$ cat src/sv/assert_macros.svh
// Assertion macros for the election block RTL.
// The including module must have a clock named clk and an active-low reset named rst_n.
`ifndef ASSERT_MACROS_SVH
`define ASSERT_MACROS_SVH
`ifndef NO_ASSERTIONS
`define CEF_ASSERT(label, prop) \
  label: assert property (@(posedge clk) disable iff (!rst_n) prop) \
    else $error("consensus election assertion failed");
`define CEF_ASSERT_ALWAYS(label, prop) \
  label: assert property (@(posedge clk) prop) \
    else $error("consensus election assertion failed");
`else
`define CEF_ASSERT(label, prop)
`define CEF_ASSERT_ALWAYS(label, prop)
`endif
`endif

$ cat src/sv/cef_pkg.sv
// Shared types, field widths, codes and reset values of the consensus election block.
// Used by cef_timer, consensus_election_fsm and the test files; depends on nothing else.
package cef_pkg;

  localparam int TERM_BITS  = 32;
  localparam int ID_W       = 4;
  localparam int SIZE_W     = 5;
  localparam int TICK_W     = 16;
  localparam int TMO_W      = TICK_W + 1;
  localparam int VOTE_W     = 5;
  localparam int FUNC_W     = 3;
  localparam int LFSR_W     = 16;
  localparam int CFG_ADDR_W = 3;
  localparam int CFG_DATA_W = 16;

  typedef logic [TERM_BITS-1:0] term_t;

  localparam term_t              TERM_MAX  = '1;
  localparam logic [VOTE_W-1:0]  VOTE_NONE = '1;
  localparam logic [VOTE_W-1:0]  VOTES_MAX = '1;
  localparam logic [TICK_W-1:0]  TICKS_MAX = '1;
  localparam logic [LFSR_W-1:0]  LFSR_TAPS = 16'hB400;

  localparam logic [FUNC_W-1:0] FUNC_TICK       = 3'd0;
  localparam logic [FUNC_W-1:0] FUNC_VOTE_REQ   = 3'd1;
  localparam logic [FUNC_W-1:0] FUNC_HEARTBEAT  = 3'd2;
  localparam logic [FUNC_W-1:0] FUNC_VOTE_REPLY = 3'd3;
  localparam logic [FUNC_W-1:0] FUNC_BEAT_REPLY = 3'd4;

  localparam logic [CFG_ADDR_W-1:0] CFG_NODE_ID      = 3'd0;
  localparam logic [CFG_ADDR_W-1:0] CFG_CLUSTER_SIZE = 3'd1;
  localparam logic [CFG_ADDR_W-1:0] CFG_HB_PERIOD    = 3'd2;
  localparam logic [CFG_ADDR_W-1:0] CFG_TIMEOUT_MIN  = 3'd3;
  localparam logic [CFG_ADDR_W-1:0] CFG_TIMEOUT_SPAN = 3'd4;
  localparam logic [CFG_ADDR_W-1:0] CFG_RANDOM_SEED  = 3'd5;

  localparam logic [ID_W-1:0]   RST_NODE_ID      = 4'd0;
  localparam logic [SIZE_W-1:0] RST_CLUSTER_SIZE = 5'd3;
  localparam logic [TICK_W-1:0] RST_HB_PERIOD    = 16'd100;
  localparam logic [TICK_W-1:0] RST_TIMEOUT_MIN  = 16'd250;
  localparam logic [TICK_W-1:0] RST_TIMEOUT_SPAN = 16'd250;
  localparam logic [LFSR_W-1:0] RST_SEED         = 16'd44257;

  localparam logic [LFSR_W-1:0] RST_LFSR = (RST_SEED == '0) ? LFSR_W'(1) : RST_SEED;
  localparam longint unsigned   RST_PROD = 64'(RST_LFSR) * 64'(RST_TIMEOUT_SPAN);
  localparam logic [TMO_W-1:0]  RST_TIMEOUT =
    TMO_W'(64'(RST_TIMEOUT_MIN) + (RST_PROD >> LFSR_W));

  typedef struct packed {
    logic restart;
    logic load_min;
    logic load_span;
    logic load_seed;
  } timer_ctrl_t;

endpackage

$ cat src/sv/cef_timer.sv
// Randomized election timeout: the LFSR, the timeout range registers and the scaled timeout.
// Depends on cef_pkg for widths, reset values and the timer_ctrl_t control struct.
module cef_timer
  import cef_pkg::*;
(
  input  logic                  clk,
  input  logic                  rst_n,
  input  timer_ctrl_t           ctrl,
  input  logic [CFG_DATA_W-1:0] cfg_wdata,
  output logic [TMO_W-1:0]      timeout
);

  logic [LFSR_W-1:0]   lfsr_r;
  logic [LFSR_W-1:0]   lfsr_step;
  logic [LFSR_W-1:0]   seed_load;
  logic [LFSR_W-1:0]   lfsr_sel;
  logic [TICK_W-1:0]   min_r;
  logic [TICK_W-1:0]   span_r;
  logic [TICK_W-1:0]   min_sel;
  logic [TICK_W-1:0]   span_sel;
  logic [TMO_W-1:0]    timeout_r;
  logic [TMO_W-1:0]    timeout_nxt;
  logic [2*LFSR_W-1:0] prod;
  logic                cfg_load;

  always_comb begin
    cfg_load  = ctrl.load_min | ctrl.load_span | ctrl.load_seed;
    lfsr_step = (lfsr_r >> 1) ^ (lfsr_r[0] ? LFSR_TAPS : '0);
    seed_load = (cfg_wdata == '0) ? LFSR_W'(1) : cfg_wdata;
    min_sel   = ctrl.load_min  ? cfg_wdata : min_r;
    span_sel  = ctrl.load_span ? cfg_wdata : span_r;
    if (cfg_load) begin
      lfsr_sel = ctrl.load_seed ? seed_load : lfsr_r;
    end else begin
      lfsr_sel = lfsr_step;
    end
    prod        = (2*LFSR_W)'(lfsr_sel) * (2*LFSR_W)'(span_sel);
    timeout_nxt = TMO_W'(min_sel) + TMO_W'(prod[2*LFSR_W-1:LFSR_W]);
  end

  always_ff @(posedge clk) begin
    if (!rst_n) begin
      lfsr_r    <= RST_LFSR;
      min_r     <= RST_TIMEOUT_MIN;
      span_r    <= RST_TIMEOUT_SPAN;
      timeout_r <= RST_TIMEOUT;
    end else begin
      if (ctrl.load_min) begin
        min_r <= cfg_wdata;
      end
      if (ctrl.load_span) begin
        span_r <= cfg_wdata;
      end
      if (cfg_load || ctrl.restart) begin
        lfsr_r    <= lfsr_sel;
        timeout_r <= timeout_nxt;
      end
    end
  end

  assign timeout = timeout_r;

endmodule

$ cat src/sv/consensus_election_fsm.sv
// Leader election for one node: each accepted event (tick, vote request, heartbeat, vote
// reply, heartbeat reply) updates role, term, vote, leader and timers in the cycle it is
// accepted, and its single result transaction is registered in main_r, or in skid_r while
// main_r waits on out_stall. The block takes one transaction per clock while in_stall is low,
// bounded by the state update and the 16x16 timeout multiply in cef_timer. A two-entry output
// buffer keeps in_stall a registered signal, so input is taken while one finished result is
// still waiting on out_stall. Depends on cef_pkg, cef_timer and assert_macros.svh.
`include "assert_macros.svh"

module consensus_election_fsm
  import cef_pkg::*;
(
  input  logic                  clk,
  input  logic                  rst_n,
  input  logic                  in_valid,
  output logic                  in_stall,
  input  logic [FUNC_W-1:0]     in_func,
  input  term_t                 in_msg_term,
  input  logic [ID_W-1:0]       in_sender_id,
  input  logic                  in_granted,
  output logic                  out_valid,
  input  logic                  out_stall,
  output logic                  out_reply_valid,
  output term_t                 out_reply_term,
  output logic                  out_reply_ok,
  output logic                  out_start_election,
  output logic                  out_send_heartbeats,
  output logic [1:0]            out_role,
  output term_t                 out_term_now,
  output logic                  out_leader_known,
  output logic [ID_W-1:0]       out_leader_now,
  input  logic                  cfg_we,
  input  logic [CFG_ADDR_W-1:0] cfg_addr,
  input  logic [CFG_DATA_W-1:0] cfg_wdata
);

  typedef enum logic [1:0] {
    ROLE_FOLLOWER  = 2'd0,
    ROLE_CANDIDATE = 2'd1,
    ROLE_LEADER    = 2'd2
  } role_t;

  typedef struct packed {
    logic            reply_valid;
    term_t           reply_term;
    logic            reply_ok;
    logic            start_election;
    logic            send_heartbeats;
    role_t           role;
    term_t           term_now;
    logic            leader_known;
    logic [ID_W-1:0] leader_now;
  } result_t;

  role_t               role_r, role_nxt;
  term_t               term_r, term_nxt;
  logic [VOTE_W-1:0]   vote_r, vote_nxt;
  logic [ID_W-1:0]     lid_r, lid_nxt;
  logic                lv_r, lv_nxt;
  logic [TICK_W-1:0]   elapsed_r, elapsed_nxt;
  logic [VOTE_W-1:0]   votes_r, votes_nxt;
  logic [ID_W-1:0]     node_id_r;
  logic [SIZE_W-1:0]   size_r;
  logic [TICK_W-1:0]   hb_r;
  result_t             main_r, skid_r, res;
  logic                main_v_r, skid_v_r;

  logic                accept;
  logic                take;
  logic                higher;
  logic                restart;
  logic                beats;
  logic [SIZE_W-1:0]   half;
  logic [TICK_W-1:0]   elapsed_inc;
  logic [VOTE_W-1:0]   votes_inc;
  logic [TMO_W-1:0]    timeout;
  timer_ctrl_t         tctrl;

  cef_timer u_timer (
    .clk       (clk),
    .rst_n     (rst_n),
    .ctrl      (tctrl),
    .cfg_wdata (cfg_wdata),
    .timeout   (timeout)
  );

  always_comb begin
    accept      = in_valid && !skid_v_r;
    take        = main_v_r && !out_stall;
    half        = size_r >> 1;
    elapsed_inc = (elapsed_r == TICKS_MAX) ? elapsed_r : elapsed_r + TICK_W'(1);
    votes_inc   = (votes_r == VOTES_MAX) ? votes_r : votes_r + VOTE_W'(1);
    higher      = (in_func inside {FUNC_VOTE_REQ, FUNC_HEARTBEAT, FUNC_VOTE_REPLY,
                                   FUNC_BEAT_REPLY}) && (in_msg_term > term_r);

    role_nxt    = role_r;
    term_nxt    = term_r;
    vote_nxt    = vote_r;
    lid_nxt     = lid_r;
    lv_nxt      = lv_r;
    elapsed_nxt = elapsed_r;
    votes_nxt   = votes_r;
    restart     = 1'b0;
    beats       = 1'b0;
    res         = '0;

    if (higher) begin
      role_nxt  = ROLE_FOLLOWER;
      term_nxt  = in_msg_term;
      vote_nxt  = VOTE_NONE;
      lv_nxt    = 1'b0;
      lid_nxt   = '0;
      votes_nxt = '0;
    end

    case (in_func)
      FUNC_TICK: begin
        elapsed_nxt = elapsed_inc;
        if (role_r == ROLE_LEADER) begin
          if (elapsed_inc > hb_r) begin
            beats       = 1'b1;
            elapsed_nxt = '0;
          end
        end else if (TMO_W'(elapsed_inc) > timeout) begin
          role_nxt           = ROLE_CANDIDATE;
          term_nxt           = (term_r == TERM_MAX) ? term_r : term_r + term_t'(1);
          vote_nxt           = VOTE_W'(node_id_r);
          lv_nxt             = 1'b0;
          lid_nxt            = '0;
          votes_nxt          = VOTE_W'(1);
          restart            = 1'b1;
          elapsed_nxt        = '0;
          res.start_election = 1'b1;
          if (half == '0) begin
            role_nxt = ROLE_LEADER;
            lid_nxt  = node_id_r;
            lv_nxt   = 1'b1;
            beats    = 1'b1;
          end
        end
      end
      FUNC_VOTE_REQ: begin
        res.reply_valid = 1'b1;
        res.reply_term  = term_nxt;
        if (in_msg_term >= term_nxt &&
            (vote_nxt == VOTE_NONE || vote_nxt == VOTE_W'(in_sender_id))) begin
          res.reply_ok = 1'b1;
          vote_nxt     = VOTE_W'(in_sender_id);
          restart      = 1'b1;
          elapsed_nxt  = '0;
        end
      end
      FUNC_HEARTBEAT: begin
        res.reply_valid = 1'b1;
        res.reply_term  = term_nxt;
        if (in_msg_term >= term_nxt) begin
          if (role_nxt == ROLE_CANDIDATE) begin
            role_nxt  = ROLE_FOLLOWER;
            votes_nxt = '0;
          end
          lid_nxt      = in_sender_id;
          lv_nxt       = 1'b1;
          restart      = 1'b1;
          elapsed_nxt  = '0;
          res.reply_ok = 1'b1;
        end
      end
      FUNC_VOTE_REPLY: begin
        if (in_granted && role_nxt == ROLE_CANDIDATE && in_msg_term == term_nxt) begin
          votes_nxt = votes_inc;
          if (votes_inc > VOTE_W'(half)) begin
            role_nxt    = ROLE_LEADER;
            lid_nxt     = node_id_r;
            lv_nxt      = 1'b1;
            elapsed_nxt = '0;
            beats       = 1'b1;
          end
        end
      end
      default: begin
      end
    endcase

    res.send_heartbeats = beats;
    res.role            = role_nxt;
    res.term_now        = term_nxt;
    res.leader_known    = lv_nxt;
    res.leader_now      = lv_nxt ? lid_nxt : '0;

    tctrl.restart   = accept && restart;
    tctrl.load_min  = cfg_we && (cfg_addr == CFG_TIMEOUT_MIN);
    tctrl.load_span = cfg_we && (cfg_addr == CFG_TIMEOUT_SPAN);
    tctrl.load_seed = cfg_we && (cfg_addr == CFG_RANDOM_SEED);
  end

  always_ff @(posedge clk) begin
    if (!rst_n) begin
      role_r    <= ROLE_FOLLOWER;
      term_r    <= '0;
      vote_r    <= VOTE_NONE;
      lid_r     <= '0;
      lv_r      <= 1'b0;
      elapsed_r <= '0;
      votes_r   <= '0;
      node_id_r <= RST_NODE_ID;
      size_r    <= RST_CLUSTER_SIZE;
      hb_r      <= RST_HB_PERIOD;
      main_r    <= '0;
      skid_r    <= '0;
      main_v_r  <= 1'b0;
      skid_v_r  <= 1'b0;
    end else begin
      if (cfg_we) begin
        case (cfg_addr)
          CFG_NODE_ID:      node_id_r <= cfg_wdata[ID_W-1:0];
          CFG_CLUSTER_SIZE: size_r    <= cfg_wdata[SIZE_W-1:0];
          CFG_HB_PERIOD:    hb_r      <= cfg_wdata[TICK_W-1:0];
          default: begin
          end
        endcase
      end
      if (accept) begin
        role_r    <= role_nxt;
        term_r    <= term_nxt;
        vote_r    <= vote_nxt;
        lid_r     <= lid_nxt;
        lv_r      <= lv_nxt;
        elapsed_r <= elapsed_nxt;
        votes_r   <= votes_nxt;
      end
      if (skid_v_r) begin
        if (take) begin
          main_r   <= skid_r;
          skid_v_r <= 1'b0;
        end
      end else if (accept) begin
        if (!main_v_r || take) begin
          main_r   <= res;
          main_v_r <= 1'b1;
        end else begin
          skid_r   <= res;
          skid_v_r <= 1'b1;
        end
      end else if (take) begin
        main_v_r <= 1'b0;
      end
    end
  end

  assign in_stall            = skid_v_r;
  assign out_valid           = main_v_r;
  assign out_reply_valid     = main_r.reply_valid;
  assign out_reply_term      = main_r.reply_term;
  assign out_reply_ok        = main_r.reply_ok;
  assign out_start_election  = main_r.start_election;
  assign out_send_heartbeats = main_r.send_heartbeats;
  assign out_role            = main_r.role;
  assign out_term_now        = main_r.term_now;
  assign out_leader_known    = main_r.leader_known;
  assign out_leader_now      = main_r.leader_now;

  `CEF_ASSERT(a_skid_needs_main, skid_v_r |-> main_v_r)
  `CEF_ASSERT(a_skid_fills_on_stall, (accept && main_v_r && out_stall) |=> skid_v_r)
  `CEF_ASSERT(a_leader_is_known, (role_r == ROLE_LEADER) |-> lv_r)
  `CEF_ASSERT(a_candidate_has_votes, (role_r == ROLE_CANDIDATE) |-> (votes_r != '0))
  `CEF_ASSERT(a_term_never_drops, $past(rst_n) |-> (term_r >= $past(term_r)))
  `CEF_ASSERT_ALWAYS(a_reset_empties_output, !rst_n |=> (!main_v_r && !skid_v_r))

endmodule

$ cat config.mk
export PLATFORM = sky130hd
export DESIGN_NAME = consensus_election_fsm
export DESIGN_NICKNAME = d
export VERILOG_FILES = /design/src/sv/cef_pkg.sv /design/src/sv/cef_timer.sv /design/src/sv/consensus_election_fsm.sv
export VERILOG_INCLUDE_DIRS = /design/src /design/src/sv
export SDC_FILE = /design/constraint.sdc
export NUM_CORES = 1
export LEC_CHECK = 0
export BUFFER_PORTS_ARGS = -buffer_cell sky130_fd_sc_hd__buf_2
export CORE_MARGIN = 4
export CORE_UTILIZATION = 50
export CTS_BUF_LIST = sky130_fd_sc_hd__clkbuf_4
export DETAILED_ROUTE_END_ITERATION = 8
export GPL_TIMING_DRIVEN = 1
export PLACE_DENSITY_LB_ADDON = 0.25
export SLEW_MARGIN = 40
export SYNTH_ARGS = -nofsm -noshare
export SYNTH_HDL_FRONTEND = slang
export SYNTH_HIERARCHICAL = 1
export SYNTH_SLANG_ARGS = --single-unit
$ cat constraint.sdc
create_clock -name clk -period 8.9 [get_ports clk]
set_input_delay 0.445 -clock clk [delete_from_list [all_inputs] [get_ports clk]]
set_output_delay 0.445 -clock clk [all_outputs]
set_load 0.1 [all_outputs]
== Word-level counts from Yosys, hierarchy flattened ==
Index checks and enable logic that the tools add are counted.

* Reduce and logical (&&, ||, !) cells: 32
* Equal/unequal tests: 23
* Bitwise gates (word level): 5
* Multiply operators: 1
* Multiplexer cells: 83
* $lt $le $gt $ge: 5
* Add/sub/neg operators: 4

{| class="wikitable"
|+ Operators by type and width
! cell !! number
|-
| 2-to-1 mux 75 bit || 4
|-
| 2-to-1 mux 16 bit || 14
|-
| 2-to-1 mux 32 bit || 5
|-
| one-hot mux 34 bit (2 select lines) || 1
|-
| one-hot mux 16 bit (4 select lines) || 1
|-
| 2-to-1 mux 5 bit || 11
|-
| adder 32 x 1 -> 32 bit, second input constant || 1
|-
| equality test 32 bit || 1
|-
| equality test 32 bit, second input constant || 1
|-
| greater-or-equal comparator 32 bit || 1
|-
| > comparator 32 bit || 1
|-
| multiplier 16 x 16 -> 32 bit || 1
|-
| 2-to-1 mux 4 bit || 8
|-
| 2-to-1 mux 1 bit || 24
|-
| adder 16 x 16 -> 17 bit || 1
|-
| > comparator 16 x 17 -> 1 bit || 1
|-
| adder 16 x 1 -> 16 bit, second input constant || 1
|-
| equality test 16 bit, second input constant || 1
|-
| > comparator 16 bit || 1
|-
| zero test 16 bit || 1
|-
| 2-to-1 mux 2 bit || 8
|-
| bitwise XOR 15 x 16 -> 16 bit || 1
|-
| one-hot mux 5 bit (3 select lines) || 1
|-
| equality test 3 x 2 -> 1 bit, second input constant || 4
|-
| other kinds (26) || 59
|}

* Logic and storage cells: 187
* Output and inout port bits: 77
* Register bits: 307
* Input bits: 64

== Longest topological paths before layout ==
Gate-level depths: netlist of the first run.

* Depth in word-level cells: 13
* Mapped depth: 43
* Mapped depth without buffers: 40

== Modules after synthesis ==
Netlist of the first run, hierarchy kept.

{| class="wikitable"
|+ By module, submodules not included
! module !! instances !! area each (um2) !! cells an instance
|-
| consensus_election_fsm || 1 || 14159.8 || 1858
|-
| cef_timer || 1 || 11349.6 || 1312
|}

== Least setup slack after synthesis of the first run ==
Ideal clock, no wire load.

* Path kind: input to register
* Start point: input cfg_addr[0]
* End point: register u_timer.timeout_r[14] (netlist: u_timer/timeout[14])
* Path buffers: 4
* Arrival time: 9169 ps
* Setup time: 122 ps
* Stages on the path: 39
* Setup slack: -391 ps
* Required time: 8778 ps
* Cell sequence: clkbuf_1 -> nor3b_1 -> buf_2 -> buf_1 -> mux2i_1 -> o21ai_0 -> clkbuf_1 -> nand2_1 -> fa_1 -> fa_1 -> fa_1 -> fa_1 -> inv_1 -> fa_1 -> inv_1 -> fa_1 -> inv_1 -> ha_1 -> [3 not listed] -> o211ai_2 -> o21a_1 -> o21ai_0 -> nand2b_1 -> a21oi_1 -> xnor2_1 -> ha_1 -> inv_1 -> fa_1 -> nor2b_1 -> o21ai_0 -> a21boi_0 -> o21ai_0 -> a21oi_1 -> o2111ai_1 -> nand4_1 -> a2111oi_0 -> a311o_1

{| class="wikitable"
|+ RTL lines
! element !! RTL line !! text
|-
| start, declared || consensus_election_fsm.sv:33 || <nowiki>input logic [CFG_ADDR_W-1:0] cfg_addr,</nowiki>
|-
| end signal, assigned || cef_timer.sv:56 || <nowiki>timeout_r <= timeout_nxt;</nowiki>
|-
| end, declared || cef_timer.sv:21 || <nowiki>logic [TMO_W-1:0] timeout_r;</nowiki>
|}

== Worst setup path in the final report of the first run ==
* Start point: input cfg_wdata[9]
* End point: register u_timer.timeout_r[14] (netlist: u_timer/timeout[14])

* Cells in the longest elaborated chain, start to end: 6
* Elaborated cells on any way between the ends: 8
* Those cells by class: 1 x add/sub; 1 x mul; 5 x mux; 1 x reduce/logical

{| class="wikitable"
|+ RTL lines
! element !! RTL line !! text
|-
| start, declared || consensus_election_fsm.sv:34 || <nowiki>input logic [CFG_DATA_W-1:0] cfg_wdata</nowiki>
|-
| zero test 16 bit || cef_timer.sv:29 || <nowiki>seed_load = (cfg_wdata == '0) ? LFSR_W'(1) : cfg_wdata;</nowiki>
|-
| 2-to-1 mux 16 bit || cef_timer.sv:29 ||
|-
| 2-to-1 mux 16 bit || cef_timer.sv:33 || <nowiki>lfsr_sel = ctrl.load_seed ? seed_load : lfsr_r;</nowiki>
|-
| 2-to-1 mux 16 bit || cef_timer.sv:32 || <nowiki>if (cfg_load) begin</nowiki>
|-
| multiplier 16 x 16 -> 32 bit || cef_timer.sv:37 || <nowiki>prod = (2*LFSR_W)'(lfsr_sel) * (2*LFSR_W)'(span_sel);</nowiki>
|-
| adder 16 x 16 -> 17 bit * || cef_timer.sv:38 || <nowiki>timeout_nxt = TMO_W'(min_sel) + TMO_W'(prod[2*LFSR_W-1:LFSR_W]);</nowiki>
|}

Every way passes the cells marked *; elsewhere a longest branch is shown, timed or not.
A chain may end at the register's enable or synchronous reset.

==> flow_metrics.py, run 1 <==
metrics = {
    "critical_path": {
        "critPathTopFamily": "adder cells",
        "worstSetupStartpointType": "input port",
        "cp.required_ns": 9.62,
        "worstPathArrival_ns": 9.19,
        "crit_top_cell": "fa_1",
        "critPathMaxStageDelay_ns": 0.56,
        "crit_buf_inv": 6,
        "criticalPathCategory": "input port to flop",
        "critPathSlowestCell": "fa_1",
        "path_max_fanout": 6,
        "cp-end-kind": "flop",
    },
    "yosys": {
        "avgSynthCellArea_um2": 8.05,
        "synthAdderAreaFrac_pct": 26.1,
        "synthesis.instances": 3170,
        "ys_ff_latch": 306,
        "async_flop_share_pct": 0,
        "synthMuxAreaShare_pct": 4.12,
        "synth_top_area_share_pct": 24.0,
        "synth_simple_gate_area_share_pct": 19.5,
        "syn_nets": 3649,
        "synth-compound-area-share_pct": 17.1,
        "yosysWarnings": 6,
        "syn_area_um2": 25500,
        "ys_seq_area_share_pct": 24.0,
        "synthFlopType": "dfxtp_1",
        "synth_top_family_by_area": "adder cells",
        "synth_edf_count": 0,
        "synthTopCellsByArea": "dfxtp_1 (24%), fa_1 (15%), ha_1 (11%)",
        "synth_xor_area_share_pct": 1.99,
        "ys_types": 88,
        "synth_top_cell_by_area": "dfxtp_1",
    },
    "clock_tree": {
        "clk_pin_slew_ns": 0.06,
        "root_buffer": "clkbuf_4",
        "clock_latency_ns": 0.83,
        "clock-sinks": 306,
        "cts_tree": "yes",
        "cts.htree.levels": 3,
        "cts_buffers": 85,
        "max-clock-path-buffers": 3,
    },
    "power_and_ir_drop": {
        "vdd_drop_max_uv": 835,
        "power_mw": 10.4,
        "p_leak_nw": 13.0,
        "p_per_area_nw_per_um2": 355,
    },
    "floorplanning": {
        "initial_core_util_pct": 50.7,
        "core_um2": 50300,
        "die_area_um2": 54700,
        "core.rowCount": 82,
        "die-width_um": 234,
        "die_h_um": 234,
        "ios": 141,
    },
    "sta": {
        "worst_slew_pin_slew_ns": 0.853,
        "rsz0062_at_grt": "no",
        "drv_slew": 0,
        "setup_viol": 0,
        "min_period_ns": 8.47,
        "setup_tns_ns": 0,
        "fmax_mhz": 118,
        "fin_crit_sh_pct": 95.2,
        "final.setup_skew_ns": 0.0655,
        "holdWs_ns": 0.0808,
        "slew_headroom_pct": 43.1,
        "finalHoldViolations": 0,
    },
    "worst_hold_path": {
        "min_path_type": "input port to flop",
    },
    "drt": {
        "dr.max_layer_used": "met5",
        "dr_wl_met2_mm": 38.2,
        "vias": 24400,
        "dr.pass1.iters": 8,
        "drc": 0,
        "ant_nets": 0,
        "wl_per_cell_um": 19.3,
        "via_per_inst": 5.87,
        "wl_met1_mm": 32.2,
        "drt_iter0_drc": 2037,
        "wl_met3_mm": 5.86,
        "routed_wl_mm": 80.1,
    },
    "grt": {
        "grt_pass1_wl_mm": 127,
        "grt_max_degree": 110,
        "grt_overflow": 0,
        "grt_use_total_pct": 29.0,
        "antenna_found_initial": 7,
        "grt_pass1_vias": 24100,
    },
    "placed_design": {
        "portBuffers": 140,
        "dp.final_hpwl_mm": 60.8,
        "gp_congestion": 0.993,
    },
    "cells_and_area": {
        "final_cell_mix": "nand2_1 (479), inv_1 (316), dfxtp_1 (304)",
        "nets": 3900,
        "mostFrequentLayoutCell": "nand2_1",
        "synthToLayoutAreaGrowth_pct": 14.6,
        "drive_above_1_share_pct": 16.0,
    },
    "flow_run": {
        "max_cap_viol_count": 0,
    },
    "outcome": {
        "status": "finished clean",
    },
}
metrics by stage:
step,util [%],area (um2),std cells,setup slack (ns)
after CTS,57.9,29100,4148,0.0614
after floorplan,-,25500,3170,0.0206
after global routing,58.1,29200,4157,0.0219
final,58.1,29200,4157,0.430
after detailed placement,55.4,27900,3988,-0.554
after global placement,55.3,27800,3986,-0.265
what timing repair did:
action	CTS	global route
buffers inserted	0	3
resized for setup	0	12
setup endpoints to repair	0	10
hold endpoints to repair	15	0
hold buffers	15	0
cell usage after synthesis, types with 5 or more instances:
library cell and n:
clkbuf_1 146, nand4_1 40, inv_1 316, or2_2 17
or4_1 10, o311ai_0 36, ha_1 221, nand3_1 60
mux2_2 31, xor2_1 15, dfxtp_1 306, a211o_1 5
a31oi_1 11, o22ai_1 5, nor3b_1 6, o31ai_1 9
nand2_1 480, nor2_1 264, and2_1 22, o21a_1 26
buf_1 20, and4_1 11, nor4_1 12, o21ai_0 133
xnor2_1 43, and3_1 15, a221oi_1 5, fa_1 194
a211oi_1 26, or3_1 8, a21o_1 30, a32o_1 8
o211ai_1 22, a21oi_1 293, o32ai_1 5, a31o_2 5
nor3_1 102, mux2i_1 69, o21ai_1 10, nand2b_1 24
o21bai_1 5, nor2b_1 21
path summary, 6_finish.rpt:
kind	from	to	slack, ns	cells past startpoint
max	cfg_wdata[9]	u_timer/timeout[14]	0.43	37
min	rst_n	u_timer/min_r[13]	0.08	2
max reg2reg	u_timer/lfsr_r[6]	u_timer/timeout[10]	0.52	34
min reg2reg	out_term_now[4]	out_term_now[4]	0.45	2
where the power goes:
group | switching [mW] | internal, mW | total (mW)
combinational | 4.19 | 3.37 | 7.56
sequential | 0.0544 | 1.45 | 1.50
clock | 0.622 | 0.701 | 1.32
total | 4.87 | 5.52 | 10.4
layer usage:
layer  up-vias  GRT usage, %
met3       246          4.96
met2      1038          48.6
met4         4          12.9
li1      11300             -
met1     11800          36.8
met5         -             0
state kept, by name, indices dropped and copies added (netlist names), 2 cells and up:
register         cells
elapsed_r           16
u_timer/timeout     17
u_timer/min_r       16
node_id_r            4
u_timer/lfsr_r      16
vote_r               5
votes_r              5
out_leader_now       4
lid_r                4
out_term_now        32
out_reply_term      32
term_r              32
role_r               2
hb_r                16
u_timer/span_r      16
skid_r              75
size_r               4
out_role             2
cells by family after synthesis:
family / count (synthesis)
flip-flops: 306
multiplexers: 101
XOR/XNOR: 58
buffers and inverters: 489
adder cells (fa/ha/maj): 415
AO/OA/AOI/OAI: 693
AND/OR/NAND/NOR: 1108
final cells by class:
| class | count | area [um2] |
|---|---|---|
| clock inverters | 19 | 135 |
| repair buffers | 336 | 2260 |
| well taps | 672 | 841 |
| diodes | 6 | 15.0 |
| inverters | 317 | 1190 |
| flip-flops and latches | 306 | 6130 |
| multi-input cells | 2375 | 17700 |
| fillers | 4671 | 21000 |
| clock buffers | 126 | 946 |
Note: power is estimated with default switching activity, not from simulation.
==> run 2, diff against run 1 <==
==> constraint.sdc (replaced) <==
create_clock -name clk -period 8.9 [get_ports clk]
set_input_delay 1.335 -clock clk [delete_from_list [all_inputs] [get_ports clk]]
set_output_delay 1.335 -clock clk [all_outputs]
set_load 0.1 [all_outputs]
==> run 2 against run 1 <==
  * Via count is 0.70% higher
  * Worst hold slack improved by 0.37 ns
  * Non-clock buffer count is 85 higher
  * Clock power hardly changed
  * First-iteration DRC count increased by 1.2%
  * Critical endpoint unchanged
  * Global-route usage increased by 0.098 points
  * Fmax down 3.0%
  * Critical path type unchanged
  * Clock-buffer cell count is 2 lower
  * Power rose by 9.9%
  * Register-to-register slack improved by 0.38 ns
  * Cell area grew 4.2%
  * Flip-flop and latch count stayed put
==> flow_metrics.py, run 2 (synthesized netlist as in run 1, its figures left out) <==
metrics = {
    "worst_hold_path": {
        "holdPathEnd": "hb_r[12]",
        "hold_path_depth": 2,
        "min_path_type": "flop to flop",
        "worstHoldStart": "hb_r[12]",
    },
    "drt": {
        "drt_iter0_drc": 2062,
        "dr.pass1.iters": 5,
        "via_per_inst": 5.78,
        "drc": 0,
        "ant_nets": 0,
        "wl_per_cell_um": 18.9,
        "vias": 24600,
        "routed_wl_mm": 80.4,
    },
    "power_and_ir_drop": {
        "swShare_pct": 45.4,
        "pwr-share-seq_pct": 13.1,
        "p_sw_mw": 5.19,
        "power_frac_clock_pct": 11.4,
        "p_per_area_nw_per_um2": 375,
        "vdd_drop_max_uv": 858,
        "p_leak_nw": 13.6,
        "p_comb_share_pct": 75.4,
        "p_int_mw": 6.23,
    },
    "flow_run": {
        "max_cap_viol_count": 0,
    },
    "cells_and_area": {
        "synthToLayoutAreaGrowth_pct": 19.4,
        "top_register": "skid_r",
        "final_cell_mix": "nand2_1 (469), inv_1 (312), dfxtp_1 (305)",
        "stdcell_area_um2": 30500,
        "nets": 3985,
        "final_util_pct": 60.6,
        "drive_above_1_share_pct": 20.2,
        "register_area_um2": 6130,
        "fillers": 4478,
        "mostFrequentLayoutCell": "nand2_1",
        "largest_reg_flops": 75,
        "final_cell_count_no_fill": 4249,
        "multi_input_area_um2": 18100,
    },
    "sta": {
        "fmax_mhz": 114,
        "drv_slew": 0,
        "worst_slew_pin_slew_ns": 0.790,
        "min_period_ns": 8.73,
        "worst_slack_ns": 0.166,
        "final.setup_skew_ns": 0.0582,
        "finalHoldViolations": 0,
        "rsz0062_at_grt": "yes",
        "slew_headroom_pct": 47.2,
        "setup_viol": 0,
        "fin_crit_sh_pct": 98.1,
    },
    "grt": {
        "grt_overflow": 0,
        "antenna_found_initial": 5,
        "grt_max_degree": 108,
        "grt_pass1_wl_mm": 128,
        "grt_use_total_pct": 29.1,
        "grt_pass1_vias": 24800,
    },
    "clock_tree": {
        "root_buffer": "clkbuf_4",
        "cts.htree.levels": 3,
        "clock-sinks": 306,
        "clock_latency_ns": 0.83,
        "cts_buffers": 85,
        "clk_pin_slew_ns": 0.07,
        "max-clock-path-buffers": 3,
        "cts_tree": "yes",
    },
    "placed_design": {
        "gp_congestion": 0.957,
        "placed_area_um2": 28700,
        "dp.cells": 4064,
        "portBuffers": 140,
        "dp.final_hpwl_mm": 61.1,
        "dp_slack_ns": -0.720,
    },
    "floorplanning": {
        "initial_core_util_pct": 50.7,
        "die_h_um": 234,
        "core.rowCount": 82,
        "core_um2": 50300,
        "die_area_um2": 54700,
        "ios": 141,
        "die-width_um": 234,
    },
    "critical_path": {
        "cp.required_ns": 9.61,
        "criticalPathCategory": "input port to flop",
        "reg2regPathDepth": 37,
        "r2r_start": "u_timer/lfsr_r[0]",
        "path_max_fanout": 13,
        "critPathMaxStageDelay_ns": 0.53,
        "ff2ff_setup_slack_ns": 0.90,
        "timing.rr.end": "u_timer/timeout[14]",
        "critPathSlowestCell": "fa_1",
        "cp-end-kind": "flop",
        "crit_top_cell": "fa_1",
        "worstSetupStartpointType": "input port",
        "worstPathArrival_ns": 9.45,
    },
    "outcome": {
        "status": "finished clean",
    },
}
==> run 2: changes by cell type in the layout (fill, tap and decap cells not counted), moves of 7 or more <==
cell,change
o21ai_0,-10
buf_12,+9
nand2_2,+9
nand2_1,-10
dlygate4sd3_1,-15
buf_4,+79
mux2i_1,-11
mux2i_4,+7
fa_1,-7
o21ai_4,+7
fa_2,+7
==> run 2: area by class of cell <==
class,count,area share [%]
Antenna cell,6,0.0493
Clock buffer,124,3.06
Clock inverter,28,0.489
Inverter,317,3.92
Multi-Input combinational cell,2375,59.4
Sequential cell,306,20.1
Tap cell,672,2.76
Timing Repair Buffer,421,10.2
==> run 2: critical path, delay by kind of cell <==
kind	cells	cell delay (ns)
fa+ha+maj	9	3.61
compound gates	12	1.82
simple gates	10	1.36
buf+inv	10	1.11
xor+xnor	1	0.17
==> run 2: repair_timing <==
item	4_1_cts	5_1_grt
resized for setup	0	72
endpoints found under the setup margin	0	9
buffers inserted	0	22
hold buffers	0	0
==> run 2: power by group through the flow <==
| stage | Combinational, mW | Clock [mW] | Sequential, mW |
|---|---|---|---|
| after floorplan | 4.69 | 0 | 1.72 |
| after global placement | 7.84 | 0 | 1.52 |
| after detailed placement | 8.04 | 0 | 1.53 |
| after CTS | 8.10 | 1.34 | 1.50 |
| after global routing | 9.52 | 1.41 | 1.51 |
| final | 8.61 | 1.30 | 1.50 |
==> run 2: per-stage QoR <==
stage | setup TNS (ns) | hold WS (ns) | power, mW
finish | 0 | 0.454 | 11.4
global route | -0.342 | 0.472 | 12.4
CTS | 0 | 0.456 | 10.9
detailed placement | -5.55 | 0.447 | 9.57
global placement | -4.23 | 0.439 | 9.37
floorplan | -0.0411 | 0.432 | 6.41
==> run 2: metal layers <==
metal	global-route usage, %	wire length, um	vias up
met3	5.21	5440	219
met1	36.7	32800	11900
met4	12.1	3390	2
li1	-	-	11500
met2	49.3	38700	964
met5	0	14	-
==> run 2: worst max-delay path by stage <==
stage,from,to,slack (ns),cells past startpoint
3_5_place_dp,cfg_we,u_timer/timeout[14],-0.72,39
2_1_floorplan,cfg_addr[0],u_timer/timeout[14],-0.04,39
6_report,cfg_we,u_timer/timeout[14],0.17,42
3_3_place_gp,cfg_we,u_timer/timeout[14],-0.53,40
4_1_cts,cfg_we,u_timer/timeout[14],0.16,40
5_1_grt,cfg_addr[2],u_timer/timeout[14],-0.15,43
